<file path="src/sv/pfe_pkg.sv">
// ----------------------------------------------------------------------------
// pfe_pkg
// Shared types, letter codes and command codes for the Playfair pair
// encryption block.
// ----------------------------------------------------------------------------
package pfe_pkg;

	localparam int EDGE    = 5;
	localparam int CELLS   = 25;
	localparam int LETTERS = 26;

	typedef logic [4:0] letter_t;
	typedef logic [4:0] cell_t;
	typedef logic [2:0] coord_t;

	localparam letter_t LET_I = 5'd8;
	localparam letter_t LET_J = 5'd9;
	localparam letter_t LET_Z = 5'd25;

	localparam logic [1:0] CMD_START  = 2'd0;
	localparam logic [1:0] CMD_LETTER = 2'd1;
	localparam logic [1:0] CMD_FINISH = 2'd2;
	localparam logic [1:0] CMD_CRYPT  = 2'd3;

	localparam logic [1:0] RULE_COL  = 2'd0;
	localparam logic [1:0] RULE_ROW  = 2'd1;
	localparam logic [1:0] RULE_RECT = 2'd2;

	typedef struct packed {
		coord_t row;
		coord_t col;
	} pos_t;

	typedef struct packed {
		cell_t      cell_a;
		cell_t      cell_b;
		logic [1:0] rule;
	} sel_t;

	// Cell index from row and column: row * 5 + col.
	function automatic cell_t cell_of(coord_t row, coord_t col);
		cell_t r5;
		cell_t c5;
		r5 = {2'b00, row};
		c5 = {2'b00, col};
		return (r5 << 2) + r5 + c5;
	endfunction

	// Step one place along a row or column, wrapping at the edge.
	function automatic coord_t wrap_next(coord_t v);
		return (v == coord_t'(EDGE - 1)) ? '0 : v + 3'd1;
	endfunction

endpackage

</file>
<file path="src/sv/pfe_ram.sv">
// ----------------------------------------------------------------------------
// pfe_ram
// Generic RAM: one write port, two read ports with registered read data.
// ----------------------------------------------------------------------------
module pfe_ram #(
	parameter int WIDTH = 5,
	parameter int DEPTH = 25
) (
	input  logic                     clk,
	input  logic                     we,
	input  logic [$clog2(DEPTH)-1:0] waddr,
	input  logic [WIDTH-1:0]         wdata,
	input  logic                     re,
	input  logic [$clog2(DEPTH)-1:0] raddr_a,
	input  logic [$clog2(DEPTH)-1:0] raddr_b,
	output logic [WIDTH-1:0]         rdata_a,
	output logic [WIDTH-1:0]         rdata_b
);

	logic [WIDTH-1:0] mem [DEPTH];

	always_ff @(posedge clk) begin
		if (we) begin
			mem[waddr] <= wdata;
		end
	end

	always_ff @(posedge clk) begin
		if (re) begin
			rdata_a <= mem[raddr_a];
			rdata_b <= mem[raddr_b];
		end
	end

endmodule

</file>
<file path="src/sv/pfe_lane.sv">
// ----------------------------------------------------------------------------
// pfe_lane
// One letter lane: letter normalization ahead of the place lookup, and
// row/column decode of the place that comes back.
// ----------------------------------------------------------------------------
module pfe_lane import pfe_pkg::*; (
	input  logic    [4:0] letter,
	input  logic          pad,
	input  cell_t         place,
	output letter_t       code,
	output pos_t          pos
);

	letter_t sat;

	always_comb begin
		sat  = (letter > LET_Z) ? LET_Z : letter;
		code = pad ? LET_Z : ((sat == LET_J) ? LET_I : sat);
	end

	// Divide by five through a compare chain; places past the square read as zero.
	always_comb begin
		pos.row = '0;
		pos.col = '0;
		if (place < cell_t'(CELLS)) begin
			if (place >= cell_t'(20)) begin
				pos.row = 3'd4;
				pos.col = coord_t'(place - cell_t'(20));
			end else if (place >= cell_t'(15)) begin
				pos.row = 3'd3;
				pos.col = coord_t'(place - cell_t'(15));
			end else if (place >= cell_t'(10)) begin
				pos.row = 3'd2;
				pos.col = coord_t'(place - cell_t'(10));
			end else if (place >= cell_t'(EDGE)) begin
				pos.row = 3'd1;
				pos.col = coord_t'(place - cell_t'(EDGE));
			end else begin
				pos.col = coord_t'(place);
			end
		end
	end

endmodule

</file>
<file path="src/sv/pfe_merge.sv">
// ----------------------------------------------------------------------------
// pfe_merge
// Combines the two lane positions: picks the rule and the two cells of the
// key square that hold the ciphertext letters.
// ----------------------------------------------------------------------------
module pfe_merge import pfe_pkg::*; (
	input  pos_t pos_a,
	input  pos_t pos_b,
	output sel_t sel
);

	always_comb begin
		if (pos_a.col == pos_b.col) begin
			sel.cell_a = cell_of(wrap_next(pos_a.row), pos_a.col);
			sel.cell_b = cell_of(wrap_next(pos_b.row), pos_b.col);
			sel.rule   = RULE_COL;
		end else if (pos_a.row == pos_b.row) begin
			sel.cell_a = cell_of(pos_a.row, wrap_next(pos_a.col));
			sel.cell_b = cell_of(pos_b.row, wrap_next(pos_b.col));
			sel.rule   = RULE_ROW;
		end else begin
			// swap columns
			sel.cell_a = cell_of(pos_a.row, pos_b.col);
			sel.cell_b = cell_of(pos_b.row, pos_a.col);
			sel.rule   = RULE_RECT;
		end
	end

endmodule

</file>
<file path="src/sv/playfair_pair_encrypt.sv">
// ----------------------------------------------------------------------------
// playfair_pair_encrypt
// Playfair encryption of letter pairs over a 5x5 key square built in place.
// ----------------------------------------------------------------------------
// Encrypt requests flow one per cycle while the input is not stalled. Each
// passes the letter-place memory lookup in the two letter lanes, then the
// key-square lookup, both with registered read data. Start and key-letter
// requests do not stall the input. A finish request holds the input stalled
// while the fill sequencer walks the alphabet, one letter per cycle through
// the single write port of the key memories. A stalled output stalls the
// whole encrypt pipe and the input with it.
// ----------------------------------------------------------------------------
module playfair_pair_encrypt import pfe_pkg::*; (
	input  logic       clk,
	input  logic       arst_n,
	input  logic       in_valid,
	output logic       in_stall,
	input  logic [1:0] cmd,
	input  logic [4:0] letter_a,
	input  logic [4:0] letter_b,
	input  logic       pad_second,
	output logic       out_valid,
	input  logic       out_stall,
	output logic [4:0] out_a,
	output logic [4:0] out_b,
	output logic [1:0] rule_used,
	output logic       key_error
);

	logic               accept;
	logic               advance;
	logic               crypt_acc;
	letter_t            code_a;
	letter_t            code_b;
	cell_t              place_a;
	cell_t              place_b;
	pos_t               pos_a;
	pos_t               pos_b;
	sel_t               sel;
	letter_t            sq_a;
	letter_t            sq_b;

	logic [LETTERS-1:0] in_square_q;
	cell_t              fill_cnt_q;
	logic               key_ready_q;
	logic               fill_q;
	letter_t            walk_q;

	logic               key_we;
	letter_t            wr_letter;

	logic               v_s1;
	logic               err_s1;
	logic               v_s2;
	logic               err_s2;
	logic [1:0]         rule_s2;

	assign advance   = !v_s2 || !out_stall;
	assign in_stall  = fill_q || !advance;
	assign accept    = in_valid && !in_stall;
	assign crypt_acc = accept && (cmd == CMD_CRYPT);

	pfe_lane u_lane_a (
		.letter (letter_a),
		.pad    (1'b0),
		.place  (place_a),
		.code   (code_a),
		.pos    (pos_a)
	);

	pfe_lane u_lane_b (
		.letter (letter_b),
		.pad    (pad_second),
		.place  (place_b),
		.code   (code_b),
		.pos    (pos_b)
	);

	pfe_merge u_merge (
		.pos_a (pos_a),
		.pos_b (pos_b),
		.sel   (sel)
	);

	// Key letters and the fill walk share one write into both memories.
	always_comb begin
		wr_letter = fill_q ? walk_q : code_a;
		key_we    = 1'b0;
		if (fill_q) begin
			key_we = (walk_q != LET_J) && !in_square_q[walk_q]
			         && (fill_cnt_q < cell_t'(CELLS));
		end else if (accept && (cmd == CMD_LETTER)) begin
			key_we = !in_square_q[code_a] && (fill_cnt_q < cell_t'(CELLS));
		end
	end

	pfe_ram #(.WIDTH(5), .DEPTH(LETTERS)) u_place_ram (
		.clk     (clk),
		.we      (key_we),
		.waddr   (wr_letter),
		.wdata   (fill_cnt_q),
		.re      (advance),
		.raddr_a (code_a),
		.raddr_b (code_b),
		.rdata_a (place_a),
		.rdata_b (place_b)
	);

	pfe_ram #(.WIDTH(5), .DEPTH(CELLS)) u_square_ram (
		.clk     (clk),
		.we      (key_we),
		.waddr   (fill_cnt_q),
		.wdata   (wr_letter),
		.re      (advance),
		.raddr_a (sel.cell_a),
		.raddr_b (sel.cell_b),
		.rdata_a (sq_a),
		.rdata_b (sq_b)
	);

	always_ff @(posedge clk or negedge arst_n) begin
		if (!arst_n) begin
			in_square_q <= '0;
			fill_cnt_q  <= '0;
			key_ready_q <= 1'b0;
			fill_q      <= 1'b0;
			walk_q      <= '0;
		end else begin
			if (key_we) begin
				in_square_q[wr_letter] <= 1'b1;
				fill_cnt_q             <= fill_cnt_q + 5'd1;
			end
			if (fill_q) begin
				walk_q <= walk_q + 5'd1;
				if (walk_q == LET_Z) begin
					fill_q      <= 1'b0;
					key_ready_q <= 1'b1;
				end
			end else if (accept && (cmd == CMD_START)) begin
				in_square_q <= '0;
				fill_cnt_q  <= '0;
				key_ready_q <= 1'b0;
			end else if (accept && (cmd == CMD_FINISH)) begin
				fill_q <= 1'b1;
				walk_q <= '0;
			end
		end
	end

	always_ff @(posedge clk or negedge arst_n) begin
		if (!arst_n) begin
			v_s1 <= 1'b0;
			v_s2 <= 1'b0;
		end else if (advance) begin
			v_s1 <= crypt_acc;
			v_s2 <= v_s1;
		end
	end

	always_ff @(posedge clk) begin
		if (advance) begin
			err_s1  <= !key_ready_q;
			err_s2  <= err_s1;
			rule_s2 <= sel.rule;
		end
	end

	assign out_valid = v_s2;
	assign key_error = err_s2;
	assign out_a     = err_s2 ? '0 : sq_a;
	assign out_b     = err_s2 ? '0 : sq_b;
	assign rule_used = err_s2 ? RULE_COL : rule_s2;

	a_fill_stalls: assert property (@(posedge clk) disable iff (!arst_n)
		fill_q |-> in_stall)
		else $error("input taken during key fill");

	a_error_zero: assert property (@(posedge clk) disable iff (!arst_n)
		(out_valid && key_error) |-> (out_a == '0 && out_b == '0 && rule_used == RULE_COL))
		else $error("error result carries letters");

	a_fill_bound: assert property (@(posedge clk) disable iff (!arst_n)
		fill_cnt_q <= cell_t'(CELLS))
		else $error("fill count past the square");

	a_ready_from_fill: assert property (@(posedge clk) disable iff (!arst_n)
		$rose(key_ready_q) |-> $past(fill_q))
		else $error("key ready without fill");

endmodule
</file>
<file path="config.mk">
export PLATFORM = sky130hd
export DESIGN_NAME = playfair_pair_encrypt
export DESIGN_NICKNAME = d
export VERILOG_FILES = /design/src/sv/pfe_pkg.sv /design/src/sv/pfe_ram.sv /design/src/sv/pfe_lane.sv /design/src/sv/pfe_merge.sv /design/src/sv/playfair_pair_encrypt.sv
export SDC_FILE = /design/constraint.sdc
export NUM_CORES = 1
export LEC_CHECK = 0
export BUFFER_PORTS_ARGS = -buffer_cell sky130_fd_sc_hd__buf_2
export CORE_MARGIN = 4
export CORE_UTILIZATION = 45
export DETAILED_ROUTE_END_ITERATION = 8
export PLACE_DENSITY_LB_ADDON = 0.3
export SYNTH_ARGS = -nofsm -noshare
export SYNTH_HDL_FRONTEND = slang
export SYNTH_SLANG_ARGS = --single-unit
</file>
<file path="constraint.sdc">
create_clock -name clk -period 5.1 [get_ports clk]
set_input_delay 1.02 -clock clk [delete_from_list [all_inputs] [get_ports clk]]
set_output_delay 1.02 -clock clk [all_outputs]
set_load 0.01 [all_outputs]
</file>
# Word level (Yosys, flattened, before mapping)
# Memories as Yosys holds them, arrays and structs flattened. A register that Yosys moved wholly into a read port is not among the register bits.
# Index checks and enable logic that the tools add are counted.
# op_classes
add_sub_neg,24
n_lt_le_gt_ge,17
n_eq_ne,15
muxes,53
bitwise,1
n_reduce_logical,23
# op_table
operator,count
26-bit 2-to-1 mux,3
5-bit 2-to-1 mux,14
5-bit by 3-bit adder with 5-bit output,10
6-bit 2-to-1 mux,8
26-bit bitwise OR,1
12-bit 2-to-1 mux,2
"5-bit by 4-bit greater-or-equal comparator with 1-bit output, second input constant",4
"5-bit by 6-bit less-than comparator with 1-bit output, second input constant",3
3-bit 2-to-1 mux,6
"3-bit subtractor, second input constant",6
1-bit 2-to-1 mux,16
"5-bit less-than comparator, second input constant",3
"3-bit by 1-bit adder with 3-bit output, second input constant",4
"3-bit == test, second input constant",4
"5-bit by 1-bit adder with 5-bit output, second input constant",2
1-bit binary-select mux with 5-bit select,2
"5-bit by 4-bit == test with 1-bit output, second input constant",2
"5-bit by 3-bit greater-or-equal comparator with 1-bit output, second input constant",2
"5-bit greater-or-equal comparator, second input constant",2
"5-bit greater-than comparator, second input constant",2
1-bit logical AND,9
1-bit logical NOT,7
3-bit == test,2
"3-bit by 2-bit subtractor with 3-bit output, second input constant",2
other kinds (13),17
# totals
reg_bits,44
ram_bits,255
in_bits,17
out_inout_bits,15
wordCells,145
memories,2
# memory_table
memory,words,word_bits,rd,rd_clocked_by_memory_dff,write_ports,line,rtl
u_place_ram.mem,26,5,2,2,1,pfe_ram.sv:20,logic [WIDTH-1:0] mem [DEPTH];
u_square_ram.mem,25,5,2,2,1,pfe_ram.sv:20,

# Longest topological paths before layout
# Gate-level depths: netlist of run 1.
# depth
depth_word,13
mapped_depth,26
ltp_nobuf,23

# Modules after synthesis
# A second synthesis of run 1 with hierarchy kept.
# hier_totals
hier_cells,1244
hier_area_um2,17342.9
# by_module_without_submodules
module,instances,cells_each,area_per_inst_um2,seq_area_each_um2
pfe_ram (u_place_ram),1,412,6597.6,4204.0
pfe_ram (u_square_ram),1,372,6323.6,4053.9
playfair_pair_encrypt,1,220,2489.9,1121.1
pfe_merge,1,130,1116.1,0.0
pfe_lane,2,55,407.9,0.0

# Least setup slack after synthesis of run 1
# No wires, ideal clock.
# synth_timing
kind,register to register
startpoint,"reg u_place_ram.rdata_a[1], read port of u_place_ram.mem"
endpoint,"reg u_square_ram.rdata_a[4], read port of u_square_ram.mem, data pin"
setup_time_ns,0.273
t_arrival_ns,4.415
required_time_ns,4.827
setup_slack_ns,0.412
stages_incl_launch_ff,22
path_buffers,3
period_less_slack_ns,4.688
cell_sequence,edfxtp_1 -> inv_1 -> ha_1 -> nor2b_1 -> o31ai_1 -> a21oi_1 -> xor2_1 -> a21oi_1 -> o221ai_1 -> a21oi_1 -> clkbuf_1 -> o21ai_0 -> ha_1 -> fa_1 -> xor2_1 -> mux2_1 -> buf_4 -> buf_6 -> mux2i_1 -> nor3_1 -> a2111oi_0 -> o211ai_1
# synth_between
elab_chain_cells,11
elab_cells_between_ends,30
classes_between,11 x add/sub; 5 x order compare; 4 x eq/ne; 10 x mux
# synth_lines
item,line,rtl
start: declaration,pfe_ram.sv:16,"output logic [WIDTH-1:0] rdata_a,"
5-bit by 3-bit greater-or-equal comparator with 1-bit output / 3-bit subtractor (equally long branches),"pfe_lane.sv:35, pfe_lane.sv:37",
1-bit 2-to-1 mux / 3-bit 2-to-1 mux (equally long branches),pfe_lane.sv:35,end else if (place >= cell_t'(EDGE)) begin
6-bit 2-to-1 mux,pfe_lane.sv:32,end else if (place >= cell_t'(10)) begin
6-bit 2-to-1 mux,pfe_lane.sv:29,end else if (place >= cell_t'(15)) begin
6-bit 2-to-1 mux,pfe_lane.sv:26,if (place >= cell_t'(20)) begin
6-bit 2-to-1 mux (*),pfe_lane.sv:25,if (place < cell_t'(CELLS)) begin
3-bit by 1-bit adder with 3-bit output / 3-bit == test (equally long branches),pfe_pkg.sv:51,return (v == coord_t'(EDGE - 1)) ? '0 : v + 3'd1;
3-bit 2-to-1 mux,pfe_pkg.sv:51,
5-bit by 3-bit adder with 5-bit output,pfe_pkg.sv:46,return (r5 << 2) + r5 + c5;
5-bit by 3-bit adder with 5-bit output / 12-bit 2-to-1 mux (equally long branches),"pfe_pkg.sv:46, pfe_merge.sv:17",
12-bit 2-to-1 mux (*),pfe_merge.sv:13,if (pos_a.col == pos_b.col) begin
end: declaration,pfe_ram.sv:16,
# Mark *: on every way between the ends. The rest lies on a longest branch, timed or not.
# A chain may end at the register's enable or synchronous reset.

# Worst setup path after layout of run 1
# layout_timing
startpoint,"reg u_place_ram.rdata_a[1], read port of u_place_ram.mem"
endpoint,"reg u_square_ram.rdata_a[3], read port of u_square_ram.mem, data pin"
# Same word-level chain as after synthesis.

==> results.yml, run 1 <==
place:
  placed_area_um2: 18800
  io_buffer_count: 31
  hpwlAfterDp_um: 34100
  place_congestion: 0.921
  pre_cts_ws_ns: -0.0867
  dp_cells: 1982
worst_setup_path:
  r2r_setup_slack_ns: 0.18
  cp_data_arrival_time_ns: 5.20
  slowest_stage: "a2111oi_1"
  crit_type: "register to register"
  cp_num_buf_inv: 4
  worst-path-stages: 19
  crit_chain: "inv_1, ha_1, a22o_1, nor4_4, buf_4, nor2_1, o311ai_2, a21oi_4, buf_4, ha_1, or3_1, a31oi_2, ha_1, xor2_1, mux2i_1, nor3_1, a2111oi_1, buf_4, o211ai_1"
  cp_top_family: "compound AO/OA/AOI/OAI gates"
  cpPeakStageDelay_ns: 0.50
  reg2reg_to: "u_square_ram.rdata_a[3]"
  crit_fanout: 5
  rr_worst_depth: 19
  cp-start-kind: "register"
  cp-end-kind: "register"
  crit_required_ns: 5.38
  reg2reg_from: "u_place_ram.rdata_a[1]"
grt:
  grt_pass1_vias: 12500
  grt_max_degree: 45
  grt.total_usage: 0.231
  antenna_found_initial: 0
  grt_pass1_wl_um: 74700
  overflow: 0
cts:
  cts_made_buffers: 36
  cts.clk_slew.worst_paths_ns: 0.06
  root_buffer: "clkbuf_16"
  ctsHtreeMaxLevel: 2
  clock_path_buffers: 3
  cts.sinks: 319
  tritoncts: "done"
  clk_latency_ns: 0.54
  cts_hold_buf: 0
worst_hold_path:
  worstHoldStart: "err_s1"
  whs_endpoint: "key_error"
  holdCritPathClass: "register to register"
  hold_depth: 0
final_layout:
  post-route-cell-area_um2: 20200
  syn_to_final_growth_pct: 16.1
  drive_above_1_share: 0.215
  final_cells: 2064
  num-fill-cells: 3258
  nets: 1596
logic_synthesis:
  yosys.area_share.simple: 0.101
  syn_nets: 1476
  synthMuxAreaShare: 0.131
  synth.avg_cell_area_um2: 12.4
  synth_top_family_by_area: "compound AO/OA/AOI/OAI gates"
  synth_seq_cells: 319
  synthAdderAreaFrac: 0.0422
  synth_top_cell_by_area: "edfxtp_1"
  syn_inst: 1404
  ys_types: 81
  syn_area_um2: 17400
  dominantRegCellSynth: "edfxtp_1"
  yosysSeqAreaShare: 0.540
  synth_warnings: 0
  synth-xor-area-share: 0.0145
  yosysTopAreaCellShare: 0.482
  synthArstFlopShare: 0.125
  synth_compound_area_frac: 0.139
  netlist_top_cells_area: "edfxtp_1 48%, mux4_2 6.1%, dfrtp_1 5.8%"
  synth_edf_count: 279
detailed_routing:
  firstDrtPassIters: 6
  wl_met3_um: 4710
  wl_met1_um: 20300
  wirelength_um: 49700
  drc: 0
  vias: 12900
  top_layer: "met4"
  met2_length_um: 23200
  dr.first_iter.drc_count: 1662
  post_drt_wl_per_cell_um: 24.1
  routed_via_density: 6.26
  drtAntennaViolNets: 0
timing:
  final.setup.worst_slack_ns: 0.176
  fmax_mhz: 203
  hold_viol: 0
  finalSetupViolCount: 0
  max_slew_margin: 0.297
  drv_slew: 0
  post-route-period-util: 0.965
  final.setup_skew_ns: 0.0330
  rsz0062_at_grt: "true"
  fin_crit_ns: 4.92
  worst_pin_slew_ns: 1.06
die:
  dieArea_um2: 41800
  rows: 71
  io_pins: 32
  core-area_um2: 37800
  start_util: 0.459
  die_w_um: 205
  fp.dieH_um: 205
job:
  maxCapViolations: 0
status:
  status: "complete, no violations"
## flip-flops by register name, indices dropped and copies added (netlist names), 5 cells and up
register              cells
u_square_ram.mem        125
u_square_ram.rdata_b      5
u_place_ram.rdata_a       5
walk_q                    5
fill_cnt_q                5
u_place_ram.mem         130
u_square_ram.rdata_a      5
u_place_ram.rdata_b       5
in_square_q              26
## how the worst max path moves through the flow
stage | slack (ns) | start | end
final | 0.18 | u_place_ram.rdata_a[1] | u_square_ram.rdata_a[3]
after global routing | -0.06 | u_place_ram.rdata_a[1] | u_square_ram.rdata_a[2]
after CTS | 0.02 | u_place_ram.rdata_a[1] | u_square_ram.rdata_a[2]
after detailed placement | -0.09 | u_place_ram.rdata_a[0] | u_square_ram.rdata_a[4]
after global placement | -0.03 | u_place_ram.rdata_a[1] | u_square_ram.rdata_a[2]
after floorplan | 0.41 | u_place_ram.rdata_a[1] | u_square_ram.rdata_a[4]
## per-stage QoR
stage | TNS (ns) | util | hold slack, ns
floorplan | 0 | - | 0.400
global placement | -0.0268 | 0.496 | 0.405
detailed placement | -0.171 | 0.496 | 0.406
CTS | 0 | 0.527 | 0.426
global route | -0.289 | 0.533 | 0.436
finish | 0 | 0.533 | 0.427
## cells in the final DEF (no fill, tap or decap), drive strengths merged, types with 7 or more instances in the layout
| cell type | count |
|---|---|
| mux4 | 47 |
| nand2 | 148 |
| buf | 169 |
| dfrtp | 40 |
| edfxtp | 279 |
| xnor2 | 11 |
| o21a | 16 |
| o21ai | 43 |
| inv | 38 |
| nand4 | 12 |
| a221oi | 7 |
| clkinv | 9 |
| nand3 | 28 |
| xor2 | 16 |
| mux2i | 96 |
| a22oi | 8 |
| a21oi | 53 |
| clkbuf | 49 |
| nor2b | 28 |
| and3 | 8 |
| a311oi | 14 |
| a31oi | 12 |
| ha | 49 |
| a211o | 11 |
| nor3 | 24 |
| nor2 | 82 |
| mux2 | 22 |
| and2 | 16 |
| a21o | 25 |
| o22ai | 45 |
| o221ai | 15 |
| nand2b | 8 |
| a211oi | 40 |
| o211ai | 10 |
## cell families after synthesis
kind of cell | Yosys count
AO/OA/AOI/OAI | 338
XOR/XNOR | 27
adder cells (fa/ha/maj) | 55
buffers and inverters | 126
flip-flops | 319
multiplexers | 163
AND/OR/NAND/NOR | 376
## per-layer routing
metal | up-vias | GRT usage
met2 | 696 | 0.367
met3 | 121 | 0.0361
met4 | 0 | 0.0641
li1 | 5683 | -
met5 | - | 0
met1 | 6421 | 0.335
## cells in the mapped netlist (all sizes together), types with 4 or more instances
library cell	number
nor4	6
a311oi	14
a31oi	12
o211ai	10
dfrtp	40
and3	8
nand4	12
ha	49
mux2	20
a221oi	7
clkbuf	53
nand2b	8
o221ai	15
nor3	24
a211oi	40
xnor2	11
fa	6
or3	4
o21a	16
a2111oi	6
inv	36
mux2i	96
nor2b	28
nand2	148
a21oi	53
nand3	28
a21o	25
o22ai	45
and2	16
a211o	11
nor2	82
buf	37
mux4	47
o311ai	5
a32oi	5
a22oi	8
o31ai	5
xor2	16
edfxtp	279
o21ai	43
## cell type report
type                            instances  area [um2]  share of cell area
Sequential cell                       319        9380               0.465
Multi-Input combinational cell        961        7600               0.377
Timing Repair Buffer                  170        1240              0.0616
Clock buffer                           49         981              0.0486
Tap cell                              511         639              0.0317
Clock inverter                         17         201             0.00998
Inverter                               36         135             0.00669
Antenna cell                            1        2.50            0.000124
## what timing repair did
item	CTS	global route
gates resized for setup	3	24
endpoints found under the setup margin	2	10
cloned	0	3
pin swaps	0	9
buffers inserted	0	12
Power of run 1 is not shown: default switching activity piles up to over one toggle a cycle in this logic, so the estimate is an artifact.
==> run 2, diff against run 1 <==
--- a/config.mk
+++ b/config.mk
@@ -6,6 +6,8 @@
 export NUM_CORES = 1
 export LEC_CHECK = 0
 export BUFFER_PORTS_ARGS = -buffer_cell sky130_fd_sc_hd__buf_2
+export CELL_PAD_IN_SITES_DETAIL_PLACEMENT = 2
+export CELL_PAD_IN_SITES_GLOBAL_PLACEMENT = 2
 export CORE_MARGIN = 4
 export CORE_UTILIZATION = 45
 export DETAILED_ROUTE_END_ITERATION = 8
==> run 2 against run 1 <==
  * The run now ends with negative setup slack left
  * Die area stayed put
  * Via count is 8.4% higher
  * Critical endpoint is now u_square_ram.rdata_a[2]
  * Non-clock buffer count is 5 higher
  * Design area is 1.6% higher
  * Wire length is 45% higher
  * Register-to-register slack worse by 0.31 ns
  * Setup slack worse by 0.31 ns
  * Sequential share of layout area is 0.73 points lower
  * Maximum frequency is 6.0% lower
  * Hold slack worse by 0.0060 ns
  * Final cell count hardly changed
  * Count of clock-buffer cells in the layout is 5 lower
==> results.yml, run 2 (synthesis results as in run 1) <==
status:
  status: "complete, but fails checks"
  violations: "negative setup slack"
final_layout:
  num-fill-cells: 3582
  syn_to_final_growth_pct: 18.0
  layout_common_cells: "279 x edfxtp_1, 146 x nand2_1, 131 x buf_4"
  largest_register: "u_place_ram.mem"
  final_common_cell: "edfxtp_1"
  nets: 1600
  largest_reg_flops: 130
  drive_above_1_share: 0.247
  final_cells: 2063
  reg_top3: "u_place_ram.mem: 130 flops, u_square_ram.mem: 125 flops, in_square_q: 26 flops"
timing:
  final.setup.worst_slack_ns: -0.136
  finalSetupViolCount: 6
  hold_viol: 0
  rsz0062_at_grt: "true"
  max_slew_margin: 0.101
  worst_pin_slew_ns: 1.35
  fmax_mhz: 191
  post-route-period-util: 1.03
  fin_crit_ns: 5.24
  final.setup_skew_ns: 0.0282
  drv_slew: 0
cts:
  ctsHtreeMaxLevel: 2
  cts_made_buffers: 37
  tritoncts: "done"
  cts.clk_slew.worst_paths_ns: 0.06
  root_buffer: "clkbuf_16"
  cts.sinks: 319
  clock_path_buffers: 3
  clk_latency_ns: 0.57
place:
  place_congestion: 0.893
  io_buffer_count: 31
  dp_cells: 1971
  hpwlAfterDp_um: 45400
grt:
  grt_max_degree: 45
  grt_pass1_wl_um: 99400
  grt_pass1_vias: 14800
  antenna_found_initial: 1
  grt.total_usage: 0.319
  overflow: 0
worst_setup_path:
  reg2reg_from: "u_place_ram.rdata_a[1]"
  reg2reg_to: "u_square_ram.rdata_a[2]"
  cp-endpoint: "u_square_ram.rdata_a[2]"
  cp-start-kind: "register"
  cp-end-kind: "register"
  cp_data_arrival_time_ns: 5.49
  r2r_setup_slack_ns: -0.14
  rr_worst_depth: 25
  crit_fanout: 7
  crit_required_ns: 5.36
  crit_type: "register to register"
  crit_start: "u_place_ram.rdata_a[1]"
detailed_routing:
  post_drt_wl_per_cell_um: 35.0
  drtAntennaViolNets: 0
  drc: 0
  firstDrtPassIters: 5
  dr.first_iter.drc_count: 1635
  vias: 14000
  routed_via_density: 6.79
  wirelength_um: 72200
worst_hold_path:
  holdCritPathClass: "register to register"
die:
  start_util: 0.459
  dieArea_um2: 41800
  die_w_um: 205
  fp.dieH_um: 205
  core-area_um2: 37800
  rows: 71
  io_pins: 32
job:
  maxCapViolations: 0
[run 2: cell types whose count changed in the layout (fill, tap and decap cells not counted), sizes merged, moves of 2 or more]
cell / change
buf: +5
clkbuf: -4
clkinv: +5
inv: -2
mux2: -2
[run 2: layout make-up]
class                      instances  area [um2]  share of cell area
antenna                            1        2.50            0.000122
clock buffer                      44         952              0.0464
clock inverter                    18         156             0.00763
inverter                          36         135             0.00659
multi-input combinational        959        7880               0.384
sequential                       319        9380               0.457
tap                              511         639              0.0312
timing repair buffer             175        1360              0.0665
[run 2: routing by layer]
metal,wire (um),GRT usage
met1,27400,0.399
met4,3150,0.115
met3,5570,0.0568
met2,36100,0.557
met5,0,0
[run 2: through the flow]
step / setup WS, ns / TNS (ns) / utilization / cell area [um2] / hold WS, ns
2_1_floorplan: 0.412 / 0 / - / 17400 / 0.400
3_3_place_gp: -0.267 / -0.267 / 0.495 / 18700 / 0.408
3_5_place_dp: -0.464 / -1.03 / 0.495 / 18700 / 0.410
4_1_cts: -0.00410 / -0.00445 / 0.529 / 20000 / 0.424
5_1_grt: -0.291 / -2.11 / 0.542 / 20500 / 0.440
6_report: -0.136 / -0.507 / 0.542 / 20500 / 0.421
[run 2: critical path: stages (launching register included)]
cell	delay, ns
edfxtp_1	0.47
inv_2	0.11
ha_1	0.24
nor2b_1	0.16
o31ai_2	0.33
buf_4	0.19
buf_4	0.13
o221a_2	0.22
a21oi_4	0.08
inv_2	0.10
ha_1	0.18
inv_1	0.05
o211ai_1	0.20
o21ai_1	0.13
ha_1	0.25
fa_2	0.40
a21oi_1	0.18
nor2_1	0.09
xnor2_1	0.21
a31oi_2	0.09
buf_4	0.19
nor2_2	0.22
buf_6	0.21
nor3_1	0.08
a22oi_1	0.22
o211ai_1	0.21
[run 2: what timing repair did]
item	CTS	global route
hold buffers	0	0
pin swaps	7	17
buffers inserted	5	23
endpoints found under the setup margin	8	10
gates cloned	0	1
resized for setup	41	60
[run 2: worst min-delay path by stage]
stage	start	end	depth (start not counted)
after detailed placement	err_s1	key_error	0
after global placement	err_s1	key_error	0
after floorplan	err_s1	key_error	0
after global routing	err_s1	key_error	0
after CTS	err_s1	key_error	0
final	err_s1	key_error	0
Power of run 2 is left out for the same reason.
